--- config.mk ---
export PLATFORM = sky130hd
export DESIGN_NAME = greedy_interval_partition_flat
export DESIGN_NICKNAME = d
export VERILOG_FILES = /design/src/hw/rtl/gip_pkg.sv /design/src/hw/rtl/gip_in_if.sv /design/src/hw/rtl/gip_out_if.sv /design/src/hw/rtl/gip_ram.sv /design/src/hw/rtl/greedy_interval_partition.sv /design/src/flat_wrapper.sv
export VERILOG_INCLUDE_DIRS = /design/src /design/src/hw/rtl
export SDC_FILE = /design/constraint.sdc
export NUM_CORES = 2
export LEC_CHECK = 0
export ABC_AREA = 1
export BUFFER_PORTS_ARGS = -buffer_cell sky130_fd_sc_hd__buf_4
export CORE_ASPECT_RATIO = 0.7
export CORE_MARGIN = 1
export CORE_UTILIZATION = 25
export CTS_BUF_LIST = sky130_fd_sc_hd__clkbuf_4
export DETAILED_ROUTE_END_ITERATION = 7
export PLACE_DENSITY = 0.42
export SETUP_SLACK_MARGIN = 0.1
export SYNTH_ARGS = -nofsm -noshare
export SYNTH_HDL_FRONTEND = slang
export SYNTH_SLANG_ARGS = --single-unit
--- constraint.sdc ---
create_clock -name clk -period 5.2 [get_ports clk]
set_input_delay 0.78 -clock clk [delete_from_list [all_inputs] [get_ports clk]]
set_output_delay 0.78 -clock clk [all_outputs]
set_load 0.01 [all_outputs]
--- src/hw/rtl/assert_macros.svh ---
// Assertion macros shared by the RTL files of the interval partitioner.
// Every macro samples on the rising edge of clk and is disabled while rst is high.
`ifndef ASSERT_MACROS_SVH
`define ASSERT_MACROS_SVH

// The expression must hold at every clock edge outside reset.
`define GIP_ASSERT_ALWAYS(label, expr, msg) \
  label: assert property (@(posedge clk) disable iff (rst) (expr)) else $error(msg);

// When the condition holds, the consequence must hold in the same cycle.
`define GIP_ASSERT_IMPLY(label, cond, cons, msg) \
  label: assert property (@(posedge clk) disable iff (rst) (cond) |-> (cons)) else $error(msg);

// When the condition holds, the consequence must hold in the next cycle.
`define GIP_ASSERT_NEXT(label, cond, cons, msg) \
  label: assert property (@(posedge clk) disable iff (rst) (cond) |=> (cons)) else $error(msg);

`endif

--- src/hw/rtl/gip_pkg.sv ---
// Package of the interval partitioner: widths of the result fields.
// It has no dependencies. The output interface and the top level use it.
`default_nettype none

package gip_pkg;

  localparam int GROUP_W  = 6;
  localparam int NUMBER_W = 7;

endpackage

`default_nettype wire

--- src/hw/rtl/gip_in_if.sv ---
// Request channel that carries one interval into the partitioner.
// It depends on nothing but its time width parameter.
`default_nettype none

interface gip_in_if #(
  parameter int TW = 16
);
  logic          valid;
  logic          ready;
  logic [TW-1:0] start_time;
  logic [TW-1:0] end_time;
  logic          last_interval;

  modport source (output valid, start_time, end_time, last_interval, input ready);
  modport sink   (input valid, start_time, end_time, last_interval, output ready);
endinterface

`default_nettype wire

--- src/hw/rtl/gip_out_if.sv ---
// Request channel that carries one group assignment out of the partitioner.
// It takes its field widths from gip_pkg.
`default_nettype none

interface gip_out_if;
  logic                         valid;
  logic                         ready;
  logic [gip_pkg::GROUP_W-1:0]  group_index;
  logic [gip_pkg::NUMBER_W-1:0] interval_number;
  logic                         group_done;
  logic                         all_done;

  modport source (output valid, group_index, interval_number, group_done, all_done,
                  input ready);
  modport sink   (input valid, group_index, interval_number, group_done, all_done,
                  output ready);
endinterface

`default_nettype wire

--- src/hw/rtl/gip_ram.sv ---
// Simple dual-port synchronous RAM with a registered read port.
// It has no dependencies.
`default_nettype none

module gip_ram #(
  parameter int AW = 6,
  parameter int DW = 8
) (
  input  wire logic          clk,
  input  wire logic          we,
  input  wire logic [AW-1:0] waddr,
  input  wire logic [DW-1:0] wdata,
  input  wire logic [AW-1:0] raddr,
  output logic      [DW-1:0] rdata
);

  logic [DW-1:0] mem [2**AW];

  always_ff @(posedge clk) begin
    if (we) begin
      mem[waddr] <= wdata;
    end
    rdata <= mem[raddr];
  end

endmodule

`default_nettype wire

--- src/hw/rtl/greedy_interval_partition.sv ---
// Greedy interval partitioner. Loading accepts one interval request per cycle.
// After the final interval, ranking reads each interval and compares it with every
// stored interval to place it in sorted order; then every greedy pass scans the stored
// intervals in that order and ends with a closing step that sends the group's last result.
// Reset is synchronous and active high; it clears the controller and the output
// register, and the RAM contents stay undefined until written.
`default_nettype none

module greedy_interval_partition #(
  parameter int MAX_INTERVALS = 64,
  parameter int TIME_WIDTH    = 16
) (
  input wire logic clk,
  input wire logic rst,
  gip_in_if.sink   intervals,
  gip_out_if.source results
);

  `include "assert_macros.svh"

  localparam int AW = $clog2(MAX_INTERVALS);
  localparam int CW = $clog2(MAX_INTERVALS + 1);
  localparam int TW = TIME_WIDTH;
  localparam int EW = 2 * TW + 1;   // taken flag, end, start

  localparam int GW = gip_pkg::GROUP_W;
  localparam int NW = gip_pkg::NUMBER_W;

  // Controller phases: load, rank (every interval counts its predecessors in
  // the sort order and writes itself to that slot), and greedy passes.
  typedef enum logic [2:0] {
    LOAD,
    RK_A,
    RK_L,
    RK_C,
    PS_O,
    PS_OL,
    PS_D,
    PS_E
  } state_t;

  state_t state;

  logic [CW-1:0] count;      // intervals loaded so far
  logic [CW-1:0] n;          // size of the set being processed
  logic [AW-1:0] i;          // interval being ranked
  logic [AW-1:0] j;          // interval compared against
  logic [AW-1:0] rank;       // predecessors of interval i found so far
  logic [TW-1:0] a_start;
  logic [TW-1:0] a_end;
  logic [AW-1:0] k;          // scan position in sorted order
  logic [AW-1:0] idx;        // interval at the scan position
  logic          first;      // no interval taken yet in this pass
  logic [TW-1:0] last_end;
  logic [CW-1:0] done;       // intervals taken in the whole run
  logic [GW-1:0] group;

  // The newest taken interval waits here until we know if it closes its group.
  logic          pend_valid;
  logic [NW-1:0] pend_number;
  logic [GW-1:0] pend_group;

  logic          ovalid;
  logic [GW-1:0] o_group;
  logic [NW-1:0] o_number;
  logic          o_gdone;
  logic          o_adone;

  // Interval RAM
  logic          iv_we;
  logic [AW-1:0] iv_waddr;
  logic [EW-1:0] iv_wdata;
  logic [AW-1:0] iv_raddr;
  logic [EW-1:0] iv_rdata;

  // Sorted-order RAM
  logic          od_we;
  logic [AW-1:0] od_waddr;
  logic [AW-1:0] od_raddr;
  logic [AW-1:0] od_rdata;

  gip_ram #(.AW(AW), .DW(EW)) u_iv_ram (
    .clk   (clk),
    .we    (iv_we),
    .waddr (iv_waddr),
    .wdata (iv_wdata),
    .raddr (iv_raddr),
    .rdata (iv_rdata)
  );

  gip_ram #(.AW(AW), .DW(AW)) u_order_ram (
    .clk   (clk),
    .we    (od_we),
    .waddr (od_waddr),
    .wdata (i),
    .raddr (od_raddr),
    .rdata (od_rdata)
  );

  logic          rd_taken;
  logic [TW-1:0] rd_end;
  logic [TW-1:0] rd_start;
  assign rd_taken = iv_rdata[EW-1];
  assign rd_end   = iv_rdata[2*TW-1:TW];
  assign rd_start = iv_rdata[TW-1:0];

  logic in_fire;
  logic in_final;
  assign intervals.ready = (state == LOAD);
  assign in_fire  = intervals.valid && intervals.ready;
  assign in_final = intervals.last_interval || (count == CW'(MAX_INTERVALS - 1));

  // Interval j precedes interval i: earlier end, then later start, then lower number.
  logic before_hit;
  assign before_hit = (rd_end < a_end) ||
                      ((rd_end == a_end) && ((rd_start > a_start) ||
                                             ((rd_start == a_start) && (j < i))));

  logic j_last;
  logic i_last;
  logic k_last;
  assign j_last = (CW'(j) == n - CW'(1));
  assign i_last = (CW'(i) == n - CW'(1));
  assign k_last = (CW'(k) == n - CW'(1));

  // A greedy pass takes an untaken interval that starts after the last end.
  logic out_free;
  logic take_hit;
  logic can_push;
  assign out_free = !ovalid || results.ready;
  assign take_hit = !rd_taken && (first || (rd_start > last_end));
  assign can_push = !pend_valid || out_free;

  always_comb begin
    iv_we    = 1'b0;
    iv_waddr = count[AW-1:0];
    iv_wdata = {1'b0, intervals.end_time, intervals.start_time};
    iv_raddr = '0;
    od_we    = 1'b0;
    od_waddr = AW'(rank + AW'(before_hit));
    od_raddr = k;
    case (state)
      LOAD: begin
        iv_we = in_fire;
      end
      RK_A: begin
        iv_raddr = i;
      end
      RK_L: begin
        iv_raddr = '0;
      end
      RK_C: begin
        iv_raddr = AW'(j + AW'(1));
        od_we    = j_last;
      end
      PS_OL: begin
        iv_raddr = od_rdata;
      end
      PS_D: begin
        iv_raddr = idx;
        iv_waddr = idx;
        iv_wdata = {1'b1, rd_end, rd_start};
        iv_we    = take_hit && can_push;
      end
      default: begin
        iv_raddr = '0;
      end
    endcase
  end

  always_ff @(posedge clk) begin
    if (rst) begin
      state      <= LOAD;
      count      <= '0;
      pend_valid <= 1'b0;
      ovalid     <= 1'b0;
    end else begin
      if (results.ready) begin
        ovalid <= 1'b0;
      end
      case (state)
        LOAD: begin
          if (in_fire) begin
            count <= count + CW'(1);
            if (in_final) begin
              n     <= count + CW'(1);
              i     <= '0;
              state <= RK_A;
            end
          end
        end
        RK_A: begin
          state <= RK_L;
        end
        RK_L: begin
          a_start <= rd_start;
          a_end   <= rd_end;
          j       <= '0;
          rank    <= '0;
          state   <= RK_C;
        end
        RK_C: begin
          rank <= AW'(rank + AW'(before_hit));
          j    <= AW'(j + AW'(1));
          if (j_last) begin
            i <= AW'(i + AW'(1));
            if (i_last) begin
              k        <= '0;
              first    <= 1'b1;
              done     <= '0;
              group    <= '0;
              state    <= PS_O;
            end else begin
              state <= RK_A;
            end
          end
        end
        PS_O: begin
          state <= PS_OL;
        end
        PS_OL: begin
          idx   <= od_rdata;
          state <= PS_D;
        end
        PS_D: begin
          if (!take_hit || can_push) begin
            if (take_hit) begin
              if (pend_valid) begin
                ovalid   <= 1'b1;
                o_group  <= pend_group;
                o_number <= pend_number;
                o_gdone  <= 1'b0;
                o_adone  <= 1'b0;
              end
              pend_valid  <= 1'b1;
              pend_group  <= group;
              pend_number <= NW'(idx) + NW'(1);
              last_end    <= rd_end;
              first       <= 1'b0;
              done        <= done + CW'(1);
            end
            k     <= AW'(k + AW'(1));
            state <= k_last ? PS_E : PS_O;
          end
        end
        PS_E: begin
          if (out_free) begin
            ovalid     <= 1'b1;
            o_group    <= pend_group;
            o_number   <= pend_number;
            o_gdone    <= 1'b1;
            o_adone    <= (done == n);
            pend_valid <= 1'b0;
            group      <= GW'(group + GW'(1));
            first      <= 1'b1;
            k          <= '0;
            if (done == n) begin
              count <= '0;
              state <= LOAD;
            end else begin
              state <= PS_O;
            end
          end
        end
        default: begin
          state <= LOAD;
        end
      endcase
    end
  end

  assign results.valid           = ovalid;
  assign results.group_index     = o_group;
  assign results.interval_number = o_number;
  assign results.group_done      = o_gdone;
  assign results.all_done        = o_adone;

  // A new set is only loaded once the previous run has flushed its held result.
  `GIP_ASSERT_IMPLY(a_load_no_pend, intervals.ready, !pend_valid, "held result while loading")
  // Every pass takes at least one interval, so a pass always closes a held result.
  `GIP_ASSERT_IMPLY(a_close_has_pend, state == PS_E, pend_valid, "pass closed with no result")
  // The run never takes more intervals than were loaded.
  `GIP_ASSERT_IMPLY(a_done_bound, state != LOAD, done <= n || state != PS_E,
                    "taken count above set size")

endmodule

`default_nettype wire
--- src/flat_wrapper.sv ---
// flat-port wrapper written by rule: the top's interface ports become plain ports
module greedy_interval_partition_flat 
#(
  parameter int MAX_INTERVALS = 64,
  parameter int TIME_WIDTH    = 16
)
  (clk, rst, intervals_valid, intervals_start_time, intervals_end_time, intervals_last_interval, intervals_ready, results_valid, results_group_index, results_interval_number, results_group_done, results_all_done, results_ready);
  gip_in_if intervals_i ();
  gip_out_if results_i ();
  input wire logic clk;
  input wire logic rst;
  input wire logic [$bits(intervals_i.valid)-1:0] intervals_valid;
  input wire logic [$bits(intervals_i.start_time)-1:0] intervals_start_time;
  input wire logic [$bits(intervals_i.end_time)-1:0] intervals_end_time;
  input wire logic [$bits(intervals_i.last_interval)-1:0] intervals_last_interval;
  output wire logic [$bits(intervals_i.ready)-1:0] intervals_ready;
  output wire logic [$bits(results_i.valid)-1:0] results_valid;
  output wire logic [$bits(results_i.group_index)-1:0] results_group_index;
  output wire logic [$bits(results_i.interval_number)-1:0] results_interval_number;
  output wire logic [$bits(results_i.group_done)-1:0] results_group_done;
  output wire logic [$bits(results_i.all_done)-1:0] results_all_done;
  input wire logic [$bits(results_i.ready)-1:0] results_ready;
  assign intervals_i.valid = intervals_valid;
  assign intervals_i.start_time = intervals_start_time;
  assign intervals_i.end_time = intervals_end_time;
  assign intervals_i.last_interval = intervals_last_interval;
  assign intervals_ready = intervals_i.ready;
  assign results_valid = results_i.valid;
  assign results_group_index = results_i.group_index;
  assign results_interval_number = results_i.interval_number;
  assign results_group_done = results_i.group_done;
  assign results_all_done = results_i.all_done;
  assign results_i.ready = results_ready;
  greedy_interval_partition #(.MAX_INTERVALS(MAX_INTERVALS), .TIME_WIDTH(TIME_WIDTH)) u_core (.clk(clk), .rst(rst), .intervals(intervals_i), .results(results_i));
endmodule
==> Word-level counts from Yosys, hierarchy flattened <==
Memories as Yosys holds them, arrays and structs flattened. A register that Yosys moved wholly into a read port is not among the register bits.
Cells that the tools add are included.
{ "totals": {"output_inout_bits": 17, "memories": 2, "ram_bits": 2496, "ff_bits": 139, "inputBits": 37, "elab_cells": 171} }
{ "mem_list": {"columns": ["name", "depth", "width", "read_ports", "rd_ports_with_merged_regs", "wr", "line_no", "rtl"], "rows": [
  ["u_core.u_iv_ram.mem", 64, 33, 1, 1, 1, "gip_ram.sv:17", "logic [DW-1:0] mem [2**AW];"],
  ["u_core.u_order_ram.mem", 64, 6, 1, 1, 1, "gip_ram.sv:17", null]
]} }
{ "classes": {"magnitude_cmp": 4, "n_eq_ne": 23, "add_sub_neg": 9, "n_reduce_logical": 38, "bitwise_logic": 1, "muxes": 72} }
{ "op_table": {"columns": ["operator", "n"], "rows": [
  ["2-to-1 mux 6 bit", 13],
  ["2-to-1 mux 7 bit", 11],
  ["one-hot mux 6 bit (2 select lines)", 5],
  ["one-hot mux 7 bit (2 select lines)", 3],
  ["2-to-1 mux 33 bit", 1],
  ["equality test 16 bit", 2],
  ["> comparator 16 bit", 2],
  ["adder 6 x 1 -> 6 bit (second input constant)", 4],
  ["one-hot mux 3 bit (8 select lines)", 1],
  ["one-hot mux 6 bit (4 select lines)", 1],
  ["2-to-1 mux 1 bit", 22],
  ["equality test 6 x 7 -> 1 bit", 3],
  ["2-to-1 mux 3 bit", 7],
  ["one-hot mux 6 bit (3 select lines)", 1],
  ["AND reduction 6 bit", 3],
  ["less-than comparator 16 bit", 1],
  ["AND reduction 4 bit", 4],
  ["AND reduction 5 bit", 3],
  ["adder 7 x 1 -> 7 bit (second input constant)", 2],
  ["inequality test 2 x 1 -> 1 bit (second input constant)", 7],
  ["equality test 3 bit (second input constant)", 4],
  ["nonzero test 2 bit", 6],
  ["one-hot mux 1 bit (2 select lines)", 5],
  ["adder 6 x 1 -> 7 bit (second input constant)", 1],
  ["18 further kinds", 35]
]} }

==> Longest topological paths before layout <==
{ "logic_depth": {"ltp_word": 7, "depth_mapped": 19, "ltp_nobuf": 19} }

==> Modules after synthesis <==
From an unflattened synthesis, not the netlist that was laid out.
{ "hier_totals": {"cells_unflattened": 9262, "area_unflattened_um2": 109546.3} }
{ "by_module_without_submodules": {"columns": ["module", "area_each_um2", "n_inst", "cells_per_inst", "seq_area_each_um2"], "rows": [
  ["gip_ram (u_core.u_iv_ram)", 85713.5, 1, 6996, 64081.5],
  ["gip_ram (u_core.u_order_ram)", 15930.3, 1, 1376, 11651.2],
  ["greedy_interval_partition", 7902.6, 1, 890, 4053.9]
]} }

==> Least setup slack after synthesis <==
No wires, ideal clock.
{ "synth_path": {"path_kind": "reg2reg", "from": "register u_core.state[2]", "to": "memory u_core.u_iv_ram.mem[0][0] (netlist name) (data pin)", "required_time_ns": 4.498, "stages_incl_launch_ff": 7, "setup_slack_ns": 0.937, "synth_period_minus_slack_ns": 4.263, "setup_ns": 0.702, "n_path_buf": 2, "arrival_ns": 3.561, "cell_sequence": "dfxtp_1 -> buf_2 -> inv_2 -> nor2_1 -> inv_2 -> clkbuf_1 -> o21ai_0"} }
{ "synth_via": {"elab_chain_len": 2} }
{ "synth_rtl": {"columns": ["item", "line_no", "rtl"], "rows": [
  ["start, declared", "greedy_interval_partition.sv:42", "state_t state;"],
  ["start signal, assigned", "greedy_interval_partition.sv:243", "state <= k_last ? PS_E : PS_O;"],
  ["equality test 3 bit", "greedy_interval_partition.sv:142", "case (state)"],
  ["2-to-1 mux 33 bit", "greedy_interval_partition.sv:142", null],
  ["net u_core.iv_wdata[0]", "greedy_interval_partition.sv:72", "logic [EW-1:0] iv_wdata;"],
  ["end, declared", "gip_ram.sv:17", null]
]} }
The timed path passes the listed nets, and every way through them passes these cells.

==> Worst setup path in the final report <==
{ "layout_path": {"from": "register u_core.u_iv_ram.rdata[19], read port of u_core.u_iv_ram.mem", "to": "memory u_core.u_order_ram.mem[27][4] (netlist name), enable pin"} }
{ "layout_via": {"elab_chain_len": 4, "word_cells_on_any_way": 5, "classes_between": "add/sub (1); order compare (1); eq/ne (1); reduce/logical (2)"} }
{ "layout_rtl": {"columns": ["item", "line_no", "rtl"], "rows": [
  ["start, declared", "gip_ram.sv:14", "output logic [DW-1:0] rdata"],
  ["parallel branches: the longest is 2 deep, another holds less-than comparator 16 bit", null, null],
  ["logical OR 1 bit (*)", "greedy_interval_partition.sv:115", "assign before_hit = (rd_end < a_end) ||"],
  ["adder 6 x 1 -> 6 bit (*)", "greedy_interval_partition.sv:140", "od_waddr = AW'(rank + AW'(before_hit));"],
  ["end, declared", "gip_ram.sv:17", null]
]} }
Every way passes the cells marked *.

==> summary.txt <==
Die
  • Row Count: ~210
  • Die Y: 569.1 µm
  • I/O pin count: 54
  • Die area: approximately 460,000 µm²
  • Core Region: around 460,000 µm²
  • Initial Utilization: between 20% and 30%
  • Die width: about 810 µm

Synth
  • Synthesized-area fraction occupied by adder cells: less than 1%
  • Syn Area/Cell: 10.64 µm²
  • Number of flops mapped to enable cells by yosys: 2,623
  • Synth warnings: 0
  • Synth top cells by count: nand2_1, edfxtp_1, nand3_1
  • Top FF cell, synth: edfxtp_1
  • Net count after synthesis: ~11,000
  • Synth Area in XOR/XNOR: 0.1754%
  • Post-synthesis mux area share: 0%
  • Post-synthesis cell count: roughly 11,000
  • Synth top area cells: edfxtp_1, nand2_1, nand3_1, inv_1, nor2_1
  • Sequential share of the synthesized area: between 60% and 70%
  • Count leader, synth: nand2_1
  • Area share of the largest cell type after synthesis: 68.58%
  • Post-Syn Area: 114,900 µm²
  • Post-synthesis compound-gate area fraction: around 2.2%
  • Yosys top cell by area: edfxtp_1
  • Synth Register Bits: 2,674
  • Largest family of logic cells by synthesized area: simple AND/OR/NAND/NOR gates
  • Unique masters post-synth: between 40 and 50
  • Post-Synth Simple-Gate Area: 19.33%
  • Async SR Flop Fraction: 0%

Finish
  • Fin cells: 17,820
  • Layout cell share with drive strength beyond 1: a little over an eighth
  • Register area: 79,790 µm²
  • Multi-input logic area: ~26,000 µm²
  • Final #Nets: approximately 11,000
  • Final core utilization: between 20% and 30%
  • Synthesis-to-finish area growth: 15.85%
  • Filler Cells Inserted: between 40,000 and 50,000

GRT
  • Largest net degree at the start of global routing: 140
  • Initial antenna violation count: 24
  • First-pass GRT wire length: ~540,000 µm
  • GRT Resource Usage Total: between 10% and 20%
  • Vias in the first global route: 74,430
  • Grt ovf: 0

Setup path
  • Critical-path top delay cell: o21ai_0
  • Crit Path Class: flop to flop
  • Worst-path cell chain: ha_1 > a21oi_1 > o21ai_0 > a21oi_1 > nor2_1 > o21bai_1 > a21oi_1 > o21ai_0 > ha_1 > ha_1 > nand3_1 > xor2_1 > buf_4 > nor2_1 > nand2_1 > nor2_1
  • CP max FO: 8
  • Delay of the slowest cell on the worst path: 0.77 ns
  • Worst Path Required: 6.22 ns
  • Worst Setup Start Kind: flop
  • Nature of the critical path endpoint: flop
  • CP arrival: approximately 5.6 ns

Routing
  • Initial DRC Count: around 7,300
  • Via density: around 4.4
  • Routed Antenna Nets: 0
  • Vias: ~78,000
  • # DRC: 0
  • 1st-pass router iterations: 6
  • WL final: around 370,000 µm
  • Post-detailed-route wirelength per cell: ~21 µm

Power and ir drop
  • Maximum vdd ir drop: 0.2191 mV
  • Power Density: between 400 and 500 nW/µm²
  • P_leak: about 53 nW

STA
  • Setup TNS: 0 ns
  • RSZ-0062 raised after global routing: false
  • Hold Fails Final Rpt: 0
  • Final clock period utilization by the worst path: between 80% and 90%
  • Slew headroom: 30.58%
  • Worst Max-Slew Pin Slew: 1.041 ns
  • Slew Limit Fails: 0
  • Tmin final: 4.584 ns
  • Setup violators final: 0
  • Clk_skew: between 0.1 and 0.15 ns
  • FMAX: between 200 and 250 MHz

Clock network
  • CTS tree: yes
  • CTS sink count: ~2,700
  • CTS clk-pin slew, worst paths: roughly 0.070 ns
  • Bufs on Longest Clock Path: 4
  • Root Buffer: clkbuf_4
  • Worst-skew pair later-pin latency: 1.43 ns
  • Htree depth: 6
  • Cts repair resizes: 0
  • CTS buffer count: 671

Status
  • Status: completed

Placement
  • Hpwl dp: approximately 220,000 µm
  • Number of I/O port buffers: 53
  • GPL Wtd Cong: 0.8345
  • Placed insts: ~17,000

Hold path
  • HP Class: input port to flop

Job
  • Max Cap Violations: 0
==> area by class of cell <==
| class | instances | area share, % |
|---|---|---|
| diodes | 16 | 0.03009 |
| well taps | 6061 | 5.699 |
| multi-input cells | 5725 | 19.80 |
| repair buffers | 400 | 3.186 |
| inverters | 1847 | 5.234 |
| clock inverters | 98 | 0.4711 |
| flip-flops and latches | 2674 | 59.96 |
| clock buffers | 997 | 5.625 |
==> power breakdown <==
| group | internal [mW] | switching [mW] | total (mW) |
|---|---|---|---|
| sequential | 24.3 | 0.244 | 24.5 |
| combinational | 3.47 | 10.8 | 14.2 |
| clock | 9.06 | 8.95 | 18.0 |
| total | 36.8 | 20.0 | 56.7 |
==> cell usage in the layout, fill, tap and decap left out, drive strengths merged, types with 8 or more instances in the layout <==
master and count:
a21oi 61, buf 371, bufinv 8, clkbuf 997
clkinv 65, dfxtp 51, diode 16, dlygate4sd3 29
edfxtp 2623, ha 63, inv 1865, nand2 2775
nand3 1938, nand4 38, nor2 425, nor3 20
o211ai 42, o21ai 220, o221ai 41, o22ai 57
xor2 19
==> registers in the layout, indices dropped and copies added, names as in the netlist, 3 cells and up <==
signal and cells:
u_core.results.group_index 6, u_core.u_iv_ram.mem 2112, u_core.done 7, u_core.u_order_ram.mem 384, u_core.pend_number 7, u_core.i 6, u_core.j 6, u_core.last_end 16
u_core.rank 6, u_core.a_start 16, u_core.results.interval_number 7, u_core.state 3, u_core.u_order_ram.rdata 6, u_core.idx 6, u_core.u_iv_ram.rdata 33, u_core.count 7
u_core.pend_group 6, u_core.k 6, u_core.group 6, u_core.n 7, u_core.a_end 16
==> through the flow <==
step / power (mW) / hold WS (ns) / setup WS, ns / instance area (µm²)
floorplan: 32.67 / 0.4003 / 0.9373 / 114900
global placement: 39.22 / 0.4031 / 0.5600 / 124600
detailed placement: 39.19 / 0.4045 / 0.6465 / 124600
CTS: 57.41 / 0.0004426 / 0.6186 / 133000
global route: 59.61 / 0.1024 / 0.3375 / 133000
finish: 56.74 / 0.1835 / 0.6160 / 133100
==> cells by family (layout without fill, tap and decap cells) <==
family                     Yosys count  count (layout)
other                                0              16
adders and majority gates           63              63
xor gates and xnor gates            23              23
DFF                               2674            2674
buffers and inverters             2398            3342
AOI/OAI and AO/OA                  429             429
and+or+nand+nor                   5210            5210
==> routing by layer <==
| layer | GRT usage [%] | wire length (µm) | vias to the layer above |
|---|---|---|---|
| li1 | - | - | 37220 |
| met1 | 24.86 | 190700 | 37880 |
| met2 | 21.44 | 149000 | 2446 |
| met3 | 3.150 | 25140 | 487 |
| met4 | 3.368 | 6273 | 8 |
| met5 | 0 | 55 | - |
==> worst max-delay path, delay by kind of cell (launching register included) <==
family	cells	cell delay [ns]
xor+xnor	1	0.17
flops	1	0.35
compound gates	6	1.38
fa+ha+maj	3	0.87
buf+inv	1	0.15
simple gates	5	1.31
==> final timing paths <==
path                            slack (ns)                       endpoint  cells past startpoint                       from
worst max-delay path                  0.62  u_core.u_order_ram.mem[27][4]                     16  u_core.u_iv_ram.rdata[19]
worst min-delay path                  0.18    u_core.u_iv_ram.mem[26][24]                      4      intervals_end_time[8]
worst max register to register        0.62  u_core.u_order_ram.mem[27][4]                     16  u_core.u_iv_ram.rdata[19]
worst min register to register        0.42  u_core.results.group_index[4]                      0       u_core.pend_group[4]
==> repair_timing <==
item | 4_1_cts | 5_1_grt
hold endpoints to repair | 917 | 0
setup endpoints to repair | 0 | 0
setup buffers | 0 | 0
hold buffers | 29 | 0
(Power assumes the default switching activity.)
